## src/design/scsa_pkg.sv

```systemverilog
// ----------------------------------------------------------------------------
// scsa_pkg
// shared types, class layout constants and helpers for the slot allocator
// ----------------------------------------------------------------------------
package scsa_pkg;

    localparam int MAX_CLASSES = 8;
    localparam int LIMIT_W     = 20;
    localparam int SLOT_W      = 8;
    localparam int CLASS_W     = 3;
    localparam int CFG_IDX_W   = 3;
    localparam int BOUND_W     = 9;

    // request kinds carried on the input tuser bit
    localparam logic MODE_ALLOC = 1'b0;
    localparam logic MODE_FREE  = 1'b1;

    // slots per class, laid out back to back from slot 0
    localparam int CLASS_COUNT [MAX_CLASSES] = '{10, 10, 10, 30, 40, 30, 20, 10};

    localparam logic [LIMIT_W-1:0] LIMIT_RESET [MAX_CLASSES] = '{
        20'd5000, 20'd7000, 20'd10000, 20'd30000,
        20'd50000, 20'd60000, 20'd70000, 20'd102400
    };

    // first slot of class k, clipped at the pool size
    function automatic logic [BOUND_W-1:0] class_base(input int k, input int total);
        int acc;
        acc = 0;
        for (int i = 0; i < MAX_CLASSES; i++)
        begin
            if (i < k)
                acc = acc + CLASS_COUNT[i];
        end
        if (acc > total)
            acc = total;
        return BOUND_W'(acc);
    endfunction

    typedef struct packed {
        logic load;     // capture the accepted word
        logic eval;     // register per-class scan results
        logic commit;   // update in-use bits and the result register
    } scsa_cmd_t;

endpackage

```

## src/design/scsa_ctrl.sv

```systemverilog
// ----------------------------------------------------------------------------
// scsa_ctrl
// sequencer for load, scan and commit, owns both stream handshakes
// ----------------------------------------------------------------------------
module scsa_ctrl
    import scsa_pkg::*;
(
    input  logic      clk,
    input  logic      rst_n,
    input  logic      s_tvalid,
    output logic      s_tready,
    output logic      m_tvalid,
    input  logic      m_tready,
    output scsa_cmd_t cmd
);

    typedef enum logic [1:0] {
        ST_IDLE,
        ST_EVAL,
        ST_COMMIT
    } state_t;

    state_t state_reg;
    state_t state_next;
    logic   m_valid_reg;
    logic   m_valid_next;
    logic   out_free;

    assign out_free = !m_valid_reg || m_tready;
    assign s_tready = (state_reg == ST_IDLE);
    assign m_tvalid = m_valid_reg;

    always_comb
    begin
        cmd          = '0;
        state_next   = state_reg;
        m_valid_next = m_valid_reg && !m_tready;
        case (state_reg)
            ST_IDLE:
            begin
                if (s_tvalid)
                begin
                    cmd.load   = 1'b1;
                    state_next = ST_EVAL;
                end
            end
            ST_EVAL:
            begin
                cmd.eval   = 1'b1;
                state_next = ST_COMMIT;
            end
            ST_COMMIT:
            begin
                if (out_free)
                begin
                    cmd.commit   = 1'b1;
                    m_valid_next = 1'b1;
                    state_next   = ST_IDLE;
                end
            end
            default:
            begin
                state_next = ST_IDLE;
            end
        endcase
    end

    always_ff @(posedge clk or negedge rst_n)
    begin
        if (!rst_n)
        begin
            state_reg   <= ST_IDLE;
            m_valid_reg <= 1'b0;
        end
        else
        begin
            state_reg   <= state_next;
            m_valid_reg <= m_valid_next;
        end
    end

endmodule

```

## src/design/scsa_dp.sv

```systemverilog
// ----------------------------------------------------------------------------
// scsa_dp
// limit registers, in-use bits, per-class free-slot encoders and result regs
// ----------------------------------------------------------------------------
module scsa_dp
    import scsa_pkg::*;
#(
    parameter int NUM_CLASSES = 8,
    parameter int TOTAL_SLOTS = 160
)
(
    input  logic                 clk,
    input  logic                 rst_n,
    input  scsa_cmd_t            cmd,
    input  logic                 in_mode,
    input  logic [LIMIT_W-1:0]   in_size,
    input  logic [SLOT_W-1:0]    in_slot,
    input  logic                 cfg_we,
    input  logic [CFG_IDX_W-1:0] cfg_index,
    input  logic [LIMIT_W-1:0]   cfg_data,
    output logic                 out_success,
    output logic [SLOT_W-1:0]    out_slot,
    output logic [CLASS_W-1:0]   out_class
);

    localparam int NC    = NUM_CLASSES;
    localparam int TS    = TOTAL_SLOTS;
    localparam int IDX_W = (TS > 1) ? $clog2(TS) : 1;

    logic [LIMIT_W-1:0] limit_reg [MAX_CLASSES];
    logic [TS-1:0]      in_use_reg;
    logic [TS-1:0]      in_use_next;

    // captured request
    logic               mode_reg;
    logic [LIMIT_W-1:0] size_reg;
    logic [SLOT_W-1:0]  slot_reg;

    // per-class scan results
    logic [NC-1:0]      fit_comb;
    logic [NC-1:0]      any_comb;
    logic [NC-1:0]      hit_comb;
    logic [SLOT_W-1:0]  low_comb [NC];
    logic [NC-1:0]      fit_reg;
    logic [NC-1:0]      any_reg;
    logic [NC-1:0]      hit_reg;
    logic [SLOT_W-1:0]  low_reg [NC];

    // commit selection
    logic               sel_ok;
    logic [SLOT_W-1:0]  sel_slot;
    logic [CLASS_W-1:0] sel_class;

    for (genvar k = 0; k < NC; k++)
    begin : g_class
        localparam logic [BOUND_W-1:0] BASE = class_base(k, TS);
        localparam logic [BOUND_W-1:0] LAST = class_base(k + 1, TS);

        logic [TS-1:0] free_vec;
        logic [TS-1:0] first_free;

        always_comb
        begin
            for (int j = 0; j < TS; j++)
            begin
                free_vec[j] = !in_use_reg[j] && (j >= int'(BASE)) && (j < int'(LAST));
            end
        end

        // isolate the lowest free bit, then encode it
        assign first_free = free_vec & (~free_vec + TS'(1));

        always_comb
        begin
            low_comb[k] = '0;
            for (int j = 0; j < TS; j++)
            begin
                if (first_free[j])
                    low_comb[k] = low_comb[k] | SLOT_W'(j);
            end
        end

        assign any_comb[k] = |free_vec;
        assign fit_comb[k] = (size_reg <= limit_reg[k]);
        assign hit_comb[k] = ({1'b0, slot_reg} >= BASE) && ({1'b0, slot_reg} < LAST);
    end

    // first class that fits and has room, or the class covering a freed slot
    always_comb
    begin
        sel_ok    = 1'b0;
        sel_slot  = '0;
        sel_class = '0;
        if (mode_reg == MODE_ALLOC)
        begin
            for (int k = NC - 1; k >= 0; k--)
            begin
                if (fit_reg[k] && any_reg[k])
                begin
                    sel_ok    = 1'b1;
                    sel_slot  = low_reg[k];
                    sel_class = CLASS_W'(k);
                end
            end
        end
        else
        begin
            for (int k = 0; k < NC; k++)
            begin
                if (hit_reg[k])
                begin
                    sel_ok    = 1'b1;
                    sel_slot  = slot_reg;
                    sel_class = CLASS_W'(k);
                end
            end
        end
    end

    always_comb
    begin
        in_use_next = in_use_reg;
        if (cmd.commit && sel_ok)
            in_use_next[sel_slot[IDX_W-1:0]] = (mode_reg == MODE_ALLOC);
    end

    always_ff @(posedge clk or negedge rst_n)
    begin
        if (!rst_n)
        begin
            in_use_reg <= '0;
            for (int k = 0; k < MAX_CLASSES; k++)
                limit_reg[k] <= LIMIT_RESET[k];
        end
        else
        begin
            in_use_reg <= in_use_next;
            if (cfg_we)
                limit_reg[cfg_index] <= cfg_data;
        end
    end

    always_ff @(posedge clk)
    begin
        if (cmd.load)
        begin
            mode_reg <= in_mode;
            size_reg <= in_size;
            slot_reg <= in_slot;
        end
        if (cmd.eval)
        begin
            fit_reg <= fit_comb;
            any_reg <= any_comb;
            hit_reg <= hit_comb;
            for (int k = 0; k < NC; k++)
                low_reg[k] <= low_comb[k];
        end
        if (cmd.commit)
        begin
            out_success <= sel_ok;
            out_slot    <= sel_slot;
            out_class   <= sel_class;
        end
    end

endmodule

```

## src/design/size_class_slot_allocator.sv

```systemverilog
// ----------------------------------------------------------------------------
// size_class_slot_allocator
// buffer slot pool with eight size classes, allocate and free by request word
// ----------------------------------------------------------------------------
// usage
//   input stream s_*: one request word per handshake; s_tuser is the mode
//   (0 allocate with request_size, 1 free slot_to_free)
//   output stream m_*: exactly one result word per request; m_tuser is
//   success, m_tdata carries slot_index and size_class (both zero on failure)
//   cfg_*: write class limits only while no request is in flight
// timing
//   a request runs through capture, per-class scan and commit; the next word
//   is taken the cycle after the commit, so no word is taken while one is in flight
//   the scan stage (a compare and a lowest-free encoder per class) and the
//   commit stage (class pick and in-use update) each have a state of their own
//   the result is registered at commit, once the output register is free
// reset
//   all slots free, limits back to their defaults, no result pending
// backpressure
//   a held result stays in the output register; a new request is still taken
//   and waits in the commit state until the held word leaves
// ----------------------------------------------------------------------------
module size_class_slot_allocator
    import scsa_pkg::*;
#(
    parameter int NUM_CLASSES = 8,
    parameter int TOTAL_SLOTS = 160
)
(
    input  logic                 clk,
    input  logic                 rst_n,
    // request stream
    input  logic                 s_tvalid,
    output logic                 s_tready,
    input  logic [31:0]          s_tdata,   // request_size[19:0], slot_to_free[27:20], zero pad
    input  logic                 s_tuser,   // mode
    // result stream
    output logic                 m_tvalid,
    input  logic                 m_tready,
    output logic [15:0]          m_tdata,   // slot_index[7:0], size_class[10:8], zero pad
    output logic                 m_tuser,   // success
    // class limit writes
    input  logic                 cfg_we,
    input  logic [CFG_IDX_W-1:0] cfg_index,
    input  logic [LIMIT_W-1:0]   cfg_data
);

    scsa_cmd_t          cmd;
    logic [SLOT_W-1:0]  res_slot;
    logic [CLASS_W-1:0] res_class;

    // sequencer and handshake owner
    scsa_ctrl u_ctrl (
        .clk      (clk),
        .rst_n    (rst_n),
        .s_tvalid (s_tvalid),
        .s_tready (s_tready),
        .m_tvalid (m_tvalid),
        .m_tready (m_tready),
        .cmd      (cmd)
    );

    // pool state and scan logic
    scsa_dp #(
        .NUM_CLASSES (NUM_CLASSES),
        .TOTAL_SLOTS (TOTAL_SLOTS)
    ) u_dp (
        .clk         (clk),
        .rst_n       (rst_n),
        .cmd         (cmd),
        .in_mode     (s_tuser),
        .in_size     (s_tdata[19:0]),
        .in_slot     (s_tdata[27:20]),
        .cfg_we      (cfg_we),
        .cfg_index   (cfg_index),
        .cfg_data    (cfg_data),
        .out_success (m_tuser),
        .out_slot    (res_slot),
        .out_class   (res_class)
    );

    assign m_tdata = {5'd0, res_class, res_slot};

endmodule

```

## config.mk

```make
export PLATFORM = sky130hd
export DESIGN_NAME = size_class_slot_allocator
export DESIGN_NICKNAME = d
export VERILOG_FILES = /design/src/design/scsa_pkg.sv /design/src/design/scsa_ctrl.sv /design/src/design/scsa_dp.sv /design/src/design/size_class_slot_allocator.sv
export SDC_FILE = /design/constraint.sdc
export NUM_CORES = 1
export LEC_CHECK = 0
export BUFFER_PORTS_ARGS = -buffer_cell sky130_fd_sc_hd__buf_2
export CORE_MARGIN = 2
export CORE_UTILIZATION = 45
export DETAILED_ROUTE_END_ITERATION = 12
export HOLD_SLACK_MARGIN = 0.03
export MAX_ROUTING_LAYER = met4
export PLACE_DENSITY = 0.67
export SLEW_MARGIN = 25
export SYNTH_ARGS = -nofsm -noshare
export SYNTH_HDL_FRONTEND = slang
export SYNTH_SLANG_ARGS = --single-unit
```

## constraint.sdc

```tcl
create_clock -name clk -period 8.89 [get_ports clk]
set_input_delay 0.889 -clock clk [delete_from_list [all_inputs] [get_ports clk]]
set_output_delay 0.889 -clock clk [all_outputs]
set_load 0.03 [all_outputs]
```

## Word level (Yosys, flattened, before mapping)

Memories as Yosys holds them, arrays and structs flattened.
Index checks and enable logic that the tools add are counted.

| storage, ports and cells | value |
|---|---|
| bits of input ports | 61 |
| memories kept | 1 |
| bits in writable memories | 64 |
| register bits | 388 |
| word-level logic and storage cells | 1663 |
| output and inout bits | 19 |

Memories:

| name | words | bits a word | rd ports | clocked after memory_dff | wr ports | RTL line | text |
|---|---|---|---|---|---|---|---|
| u_dp.low_reg | 8 | 8 | 8 | 0 | 8 | scsa_dp.sv:47 | `logic [SLOT_W-1:0] low_reg [NC];` |

| operators by class | value |
|---|---|
| eq/ne operators | 4 |
| reduce and logical (&&, ||, !) cells | 192 |
| bitwise logic cells | 18 |
| magnitude comparators | 27 |
| $add $sub $neg | 8 |
| muxes and demuxes | 1393 |

Operators by type and width:

| kind | count |
|---|---|
| 2-to-1 mux 7 bit | 512 |
| 2-to-1 mux 8 bit | 289 |
| 2-to-1 mux 6 bit | 256 |
| adder 160 x 1 -> 160 bit, second input constant | 8 |
| 2-to-1 mux 5 bit | 128 |
| bitwise mux 160 bit | 2 |
| 2-to-1 mux 4 bit | 64 |
| 2-to-1 mux 3 bit | 64 |
| zero test 1 bit | 162 |
| AND 10 x 160 -> 160 bit | 1 |
| AND 100 x 160 -> 160 bit | 1 |
| AND 130 x 160 -> 160 bit | 1 |
| AND 150 x 160 -> 160 bit | 1 |
| AND 160 bit | 1 |
| AND 20 x 160 -> 160 bit | 1 |
| AND 30 x 160 -> 160 bit | 1 |
| AND 60 x 160 -> 160 bit | 1 |
| less-or-equal comparator 20 bit | 8 |
| inverter 10 -> 160 bit | 1 |
| inverter 100 -> 160 bit | 1 |
| inverter 130 -> 160 bit | 1 |
| inverter 150 -> 160 bit | 1 |
| inverter 160 bit | 1 |
| inverter 20 -> 160 bit | 1 |
| other kinds (36) | 135 |

## Depth between registers and ports, before layout

Gate-level depths: netlist of run 1.

| logic depth | value |
|---|---|
| word-level depth | 163 |
| gate-level depth with buffers | 11 |
| depth with buffers taken out | 9 |

## Cells and area by module

From an unflattened synthesis of run 1, not the netlist that was laid out.

| second synthesis, totals | value |
|---|---|
| cell total of the unflattened synthesis | 2224 |
| area, all modules | 23077.1 µm² |

By module, submodules not included:

| module | area an instance (µm²) | instances | seq. area each (µm²) | cells each |
|---|---|---|---|---|
| scsa_dp | 22903.2 | 1 | 11368.4 | 2206 |
| scsa_ctrl | 132.6 | 1 | 75.1 | 12 |
| size_class_slot_allocator | 41.3 | 1 | 0.0 | 6 |

## Least setup slack after synthesis of run 1

OpenSTA, ideal clock, no wires.

| timing | value |
|---|---|
| path type | flip-flop to flip-flop |
| start | register u_ctrl.state_reg[1] |
| end | register u_dp.any_reg[0] (enable) |
| data required time | 8.384 ns |
| period minus slack after synthesis | 3.990 ns |
| arrival | 3.484 ns |
| setup time | 0.506 ns |
| path buffers | 0 |
| path slack | 4.900 ns |
| stages on the path, launching flop included | 2 |
| path through | dfrtp_1 -> nor2b_1 |

| between the ends | value |
|---|---|
| word-level cells in the longest chain between the ends | 2 |

RTL lines:

| element | RTL line | text |
|---|---|---|
| from (decl) | scsa_ctrl.sv:23 | `state_t state_reg;` |
| from (signal assigned) | scsa_ctrl.sv:77 | `state_reg <= state_next;` |
| equality test 2 x 1 -> 1 bit | scsa_ctrl.sv:38 | `case (state_reg)` |
| 2-to-1 mux 1 bit | scsa_ctrl.sv:38 |  |
| to (signal assigned) | scsa_dp.sv:154 | `any_reg <= any_comb;` |
| to (decl) | scsa_dp.sv:45 | `logic [NC-1:0] any_reg;` |

No other way between the ends.
A chain may end at the register's enable or synchronous reset.

## Final worst setup path of run 1

| timing | value |
|---|---|
| start | register u_dp.mode_reg |
| end | register u_dp.in_use_reg[126] |

| between the ends | value |
|---|---|
| word-level cells in the longest chain between the ends | 6 |
| elaborated cells on any way between the ends | 10 |
| those cells by class | order compare (2); mux (5); bitwise (1); reduce/logical (2) |

RTL lines:

| element | RTL line | text |
|---|---|---|
| from (decl) | scsa_dp.sv:35 | `logic mode_reg;` |
| from (signal assigned) | scsa_dp.sv:147 | `mode_reg <= in_mode;` |
| 2-to-1 mux 8 bit * | scsa_dp.sv:94 | `if (mode_reg == MODE_ALLOC)` |
| net u_dp.sel_slot[6] | scsa_dp.sv:51 | `logic [SLOT_W-1:0] sel_slot;` |
| < comparator 8 x 9 -> 1 bit (not written as such) or greater-or-equal comparator 8 x 1 -> 1 bit (tied branches) | scsa_dp.sv:124 | `in_use_next[sel_slot[IDX_W-1:0]] = (mode_reg == MODE_ALLOC);` |
| logical AND 1 bit (not written as such) | scsa_dp.sv:124 |  |
| 2-to-1 mux 1 bit (not written as such) | scsa_dp.sv:124 |  |
| demux 1 bit (select 8 bit) * | scsa_dp.sv:124 |  |
| bitwise mux 160 bit * | scsa_dp.sv:124 |  |
| to (signal assigned) | scsa_dp.sv:137 | `in_use_reg <= in_use_next;` |
| to (decl) | scsa_dp.sv:31 | `logic [TS-1:0] in_use_reg;` |

The timed path passes the listed nets; every way through them passes the cells marked *.

==> out/summary.txt, run 1 <==
first-pass GRT wire length - 95.2 mm
Synth Flop Type - dfrtp_1
Critical R2R Launch - u_dp.mode_reg
Yosys reg bits - 433
Synth Area in Adders - 8.75%
Synth area leader - dfrtp_1
initial core utilization - 45.6%
largest net degree at the start of global routing - 98
routed wl met3 - 3.88 mm
status - complete, no violations
placer congestion estimate - 0.981
top cell type's share of synthesized area - 30.3%
clock skew - 0.0355 ns
CTS Root Cell - clkbuf_16
CP Max Fanout - 56
post-CTS setup buffer count - 0
Routed Antenna Nets - 0
Hold-fix buffers, CTS - 0
startpoint types - flip-flop
unrepaired setup endpoints after global routing - false
total CTS buffers - 47
Worst Path Class, Setup - flip-flop to flip-flop
crit path from - u_dp.mode_reg
Period Utilization, post-route - 43.5%
highest metal used - met4
GRT overflow - 0
DRC - 0
Max Clk Rate - 0.259 GHz
CP Capture Type - flip-flop
# fillers - 4374
Slew Limit Fails - 0
worst slew pin tran - 0.998 ns
Worst-path clk slew - 0.06 ns
M1 WL - 27.3 mm
CTS tree - built
hpwl dp - 40.5 mm
clk buf depth - 3
# clock sinks - 433
WL final - 60.2 mm
initial antenna violation count - 2
main combinational cell family by area after synthesis - compound AO/OA/AOI/OAI gates
Worst Hold Class - primary input to asynchronous set/reset pin
core area - 0.0502 mm2
routed vias - 17400
worst vdd ir - 0.138 mV
mux contribution to synthesized area - 6.68%
PostCTS Resize Cnt - 0
Total GRT Usage - 23.7%
total die area - 0.0527 mm2
Leak - 0.0108 uW
Synth Area in Compound Gates - 16.8%
Layout area overhead - 11.7%
Critical Path AT - 4.29 ns
Post-Route Setup TNS - 0 ns
Die W - 230 um
required time worst endpoint - 9.31 ns
Synth Area in Simple Gates - 12.7%
Syn Inst Count - 2210
Buffers on Ports - 70
routed wl met2 - 26.9 mm
sequential fraction of the synthesis area - 50.0%
Clock Latency Late Sink - 0.60 ns
Post-Synthesis Cell Area - 0.0229 mm2
minimum clock period - 3.87 ns
share of cells above drive strength 1 - 16.1%
via density per instance - 5.85
Power Total - 5960 uW
PD cells - 233 mW/mm2
number of synthesized flops with an enable pin - 110
post-synth cell types - 77
slew margin rel. - 33.5%
Die Y-Extent - 230 um
Pre-Repair DR Iteration Count - 5
vias in the first global route - 17100
Rows - 82
final setup violation count - 0
synthesized area per cell - 10.4 um2
post-synthesis xor/xnor area fraction - 0%
cells taking the most area after synthesis - dfrtp_1 30%, edfxtp_1 14%, ha_1 8.7%
number of max-cap violations - 0
Top Ports - 80
CTS H-tree depth - 2
final layout net count - 2480
post-DR wirelength/cell - 20.3 um
Final Hold Fails - 0
Ys Warns - 0
DR iter-0 viols - 1342
async set-reset flop share out of synthesis - 74.6%
==> final cells by class <==
class | instances | area (um2) | area share [%]
clock inverter | 26 | 258 | 1.01
tap | 672 | 841 | 3.29
antenna | 2 | 5.00 | 0.0196
inverter | 197 | 739 | 2.89
sequential | 433 | 11400 | 44.8
timing repair buffer | 100 | 597 | 2.34
multi-input combinational | 1480 | 10400 | 40.5
clock buffer | 62 | 1310 | 5.14
==> worst max-delay path, stage by stage (launching register included) <==
cell,delay [ns]
edfxtp_1,0.39
buf_4,0.31
a21oi_1,0.60
nand2_1,0.21
o2bb2ai_1,0.54
nand2_1,0.33
or4b_2,0.94
o21ai_0,0.24
o31ai_1,0.10
==> power breakdown <==
group	leakage (uW)	switching, uW	total (uW)	internal, uW
sequential	0.00501	204	2600	2400
clock	0.000777	835	2000	1160
combinational	0.00504	861	1360	502
total	0.0108	1900	5960	4060
==> cells in the final DEF (no fill, tap or decap), types with 9 or more instances in the layout <==
master	count
ha_1	160
nand2b_1	22
a31oi_1	24
a21oi_1	61
clkinv_2	12
o22ai_1	13
nor3_1	37
inv_1	195
nor2_1	45
mux2i_1	14
buf_4	27
a211o_1	9
a21o_1	47
mux2_2	121
and3_1	14
o21ai_0	247
o31ai_1	112
nand3_1	49
nor2b_1	16
nor4_1	9
edfxtp_1	110
nand4b_1	13
dfstp_2	46
or4_1	12
a21boi_0	19
nand4_1	63
buf_2	69
clkbuf_16	48
dfrtp_1	277
nand2_1	245
==> worst paths after layout <==
check | end | slack (ns) | cells after the start
worst max-delay path | u_dp.in_use_reg[126] | 5.02 | 8
worst min-delay path | u_dp.limit_reg[151] | 0.28 | 1
worst max register to register | u_dp.in_use_reg[126] | 5.02 | 8
worst min register to register | u_dp.limit_reg[44] | 0.50 | 1
max in group asynchronous | u_dp.in_use_reg[30] | 7.13 | 2
min in group clk | u_dp.size_reg[8] | 0.46 | 1
==> through the flow <==
step / hold slack (ns) / util, % / setup WS, ns / instances / area [um2]
after global placement: 0.486 / 47.7 / 4.86 / 2881 / 23900
after floorplan: 0.478 / - / 4.90 / 2214 / 22900
after detailed placement: 0.492 / 47.8 / 5.10 / 2882 / 24000
after global routing: 0.339 / 50.9 / 4.85 / 2972 / 25600
after CTS: 0.344 / 50.9 / 5.12 / 2970 / 25500
final: 0.279 / 50.9 / 5.02 / 2972 / 25600
==> logic make-up (layout without fill, tap and decap cells) <==
kind of cell               Yosys count  in the layout
muxes                              137            137
other                                1              7
AOI/OAI and AO/OA                  607            607
and+or+nand+nor                    571            571
adders and majority gates          160            160
DFF                                433            433
buffers and inverters              301            385
==> per-layer routing <==
layer  global-route usage, %  up-vias
li1                        -     8185
met1                    32.6     8520
met2                    35.6      544
met3                    3.24      140
met4                    9.09        0
met5                       -        -
==> cells in the mapped netlist, types with 12 or more instances <==
| library cell | count |
|---|---|
| dfrtp_1 | 277 |
| o21ai_0 | 247 |
| nand2_1 | 245 |
| inv_1 | 195 |
| ha_1 | 160 |
| mux2_2 | 121 |
| o31ai_1 | 112 |
| edfxtp_1 | 110 |
| clkbuf_1 | 92 |
| nand4_1 | 63 |
| a21oi_1 | 61 |
| nand3_1 | 49 |
| a21o_1 | 47 |
| dfstp_2 | 46 |
| nor2_1 | 45 |
| nor3_1 | 39 |
| a31oi_1 | 24 |
| nand2b_1 | 22 |
| a21boi_0 | 19 |
| nor2b_1 | 17 |
| and3_1 | 14 |
| mux2i_1 | 14 |
| nand4b_1 | 13 |
| o22ai_1 | 13 |
| or4_1 | 12 |
Power figures use the tool's default switching activity.
==> run 2: changes to the inputs <==
==> constraint.sdc (replaced) <==
create_clock -name clk -period 4 [get_ports clk]
set_input_delay 0.4 -clock clk [delete_from_list [all_inputs] [get_ports clk]]
set_output_delay 0.4 -clock clk [all_outputs]
set_load 0.03 [all_outputs]
==> run 2 against run 1 <==
Clock power grew 140%. Worst setup slack got worse by 4.5 ns. Total power up 130%. Global-route usage rose by 0.58 points. Routed wire length rose by 1.8%. Cell area increased by 2.1%. Die area did not move. Sequential share of layout area is 0.94 points lower. Sequential power rose by 120%. Clock skew rose by 0.0021 ns. Critical path type unchanged. Largest cell class unchanged. Largest power group unchanged.
==> out/summary.txt, run 2 (synthesized netlist as in run 1, its figures left out) <==
Period Utilization, post-route - 87.9%
Max stage delay on crit path - 0.91 ns
CTS Root Cell - clkbuf_16
Critical R2R Launch - u_dp.fit_reg[6]
Power Total - 13600 uW
placer congestion estimate - 0.931
Die Y-Extent - 230 um
Layout area overhead - 14.0%
most common cell after layout, fill and taps aside - dfrtp_1
GRT overflow - 0
CP Capture Type - flip-flop
Worst Hold Class - primary input to flip-flop
number of max-cap violations - 0
Seq. cell area - 0.0114 mm2
WHS Path Cells - 3
PD cells - 520 mW/mm2
Hold Startpoint - cfg_data[13]
Critical Path AT - 3.97 ns
minimum clock period - 3.51 ns
Worst Path Class, Setup - flip-flop to flip-flop
Total GRT Usage - 24.2%
CTS tree - built
core area - 0.0502 mm2
Layout Cell Area excl Fill - 0.0261 mm2
Buf/Inv on CP - 1
required time worst endpoint - 4.45 ns
WL final - 61.3 mm
# clock sinks - 433
RR Endpoint - u_dp.in_use_reg[67]
post-layout util - 52.0%
Max Clk Rate - 0.284 GHz
post-DR wirelength/cell - 20.3 um
share of cells above drive strength 1 - 16.6%
Final Hold Fails - 0
slew margin rel. - 37.8%
Hold Path Sink - u_dp.limit_reg[113]
clk buf depth - 3
Post-Route Setup TNS - 0 ns
FF-to-FF path depth - 8
first-pass GRT wire length - 96.9 mm
final layout net count - 2527
r2r setup slk - 0.49 ns
final setup violation count - 0
crit path from - u_dp.fit_reg[6]
Pre-Repair DR Iteration Count - 6
Buffers on Ports - 70
via density per instance - 5.80
hpwl dp - 41.4 mm
PostCTS Resize Cnt - 0
CTS H-tree depth - 2
CP cell instances - nand2_1 > a311o_1 > a221oi_1 > o21ai_2 > buf_4 > or4b_1 > o21ai_0 > o31ai_1
startpoint types - flip-flop
Top Ports - 80
Rows - 82
DRC - 0
unrepaired setup endpoints after global routing - false
total CTS buffers - 48
Worst-path clk slew - 0.06 ns
Routed Antenna Nets - 0
Placed Area - 0.0241 mm2
vias in the first global route - 17300
Slew Limit Fails - 0
DR iter-0 viols - 1468
# fillers - 4413
CP max stage cell - or4b_1
initial core utilization - 45.6%
Die W - 230 um
CP Max Fanout - 20
routed vias - 17500
largest net degree at the start of global routing - 101
delay-heaviest family, CP - compound AO/OA/AOI/OAI gates
worst slew pin tran - 0.929 ns
initial antenna violation count - 2
worst vdd ir - 0.320 mV
clock skew - 0.0376 ns
multi-input combinational cell area - 0.0103 mm2
Leak - 0.0111 uW
status - complete, no violations
Clock Latency Late Sink - 0.61 ns
most frequent cells in the layout - 277 x dfrtp_1, 247 x o21ai_0, 245 x nand2_1
total die area - 0.0527 mm2
-- run 2: worst register-to-register path, stage by stage (launching register included) --
cell      delay (ns)
edfxtp_1        0.44
nand2_1         0.21
a311o_1         0.38
a221oi_1        0.51
o21ai_2         0.21
buf_4           0.25
or4b_1          0.91
o21ai_0         0.36
o31ai_1         0.10
-- run 2: final cells by class --
cell class | count | share of cell area, %
Sequential cell | 433 | 43.8
Clock inverter | 20 | 1.00
Clock buffer | 70 | 5.50
Tap cell | 672 | 3.22
Antenna cell | 2 | 0.0192
Timing Repair Buffer | 146 | 3.96
Inverter | 197 | 2.83
Multi-Input combinational cell | 1480 | 39.6
-- run 2: per-stage QoR --
step	setup WS (ns)	cells	hold WS, ns
6_report	0.485	3020	0.100
3_3_place_gp	0.640	2897	0.487
5_1_grt	0.286	3020	0.110
2_1_floorplan	0.00964	2214	0.104
4_1_cts	0.524	3018	0.0767
3_5_place_dp	0.527	2897	0.493
-- run 2: how the worst max path moves through the flow --
stage	end	slack, ns	depth (start not counted)
6_report	u_dp.in_use_reg[67]	0.49	8
5_1_grt	u_dp.in_use_reg[35]	0.29	8
4_1_cts	u_dp.in_use_reg[35]	0.52	8
3_5_place_dp	u_dp.in_use_reg[35]	0.53	8
3_3_place_gp	u_dp.in_use_reg[35]	0.64	8
2_1_floorplan	u_dp.any_reg[0]	0.01	1
-- run 2: power breakdown --
group | leakage, uW | internal [uW] | switching, uW
Sequential | 0.00501 | 5330 | 456
Clock | 0.000834 | 2830 | 1880
Combinational | 0.00525 | 1160 | 1910
Total | 0.0111 | 9310 | 4250
-- run 2: metal layers --
metal / GRT usage (%) / part of all wire (%)
met5: - / 0
met4: 6.74 / 2.6
met3: 4.12 / 6.1
met2: 36.6 / 45
met1: 33.7 / 46
-- run 2: timing repair --
action | 4_1_cts | 5_1_grt
hold buffers | 31 | 0
buffers inserted | 0 | 0
endpoints found under the hold margin | 95 | 0
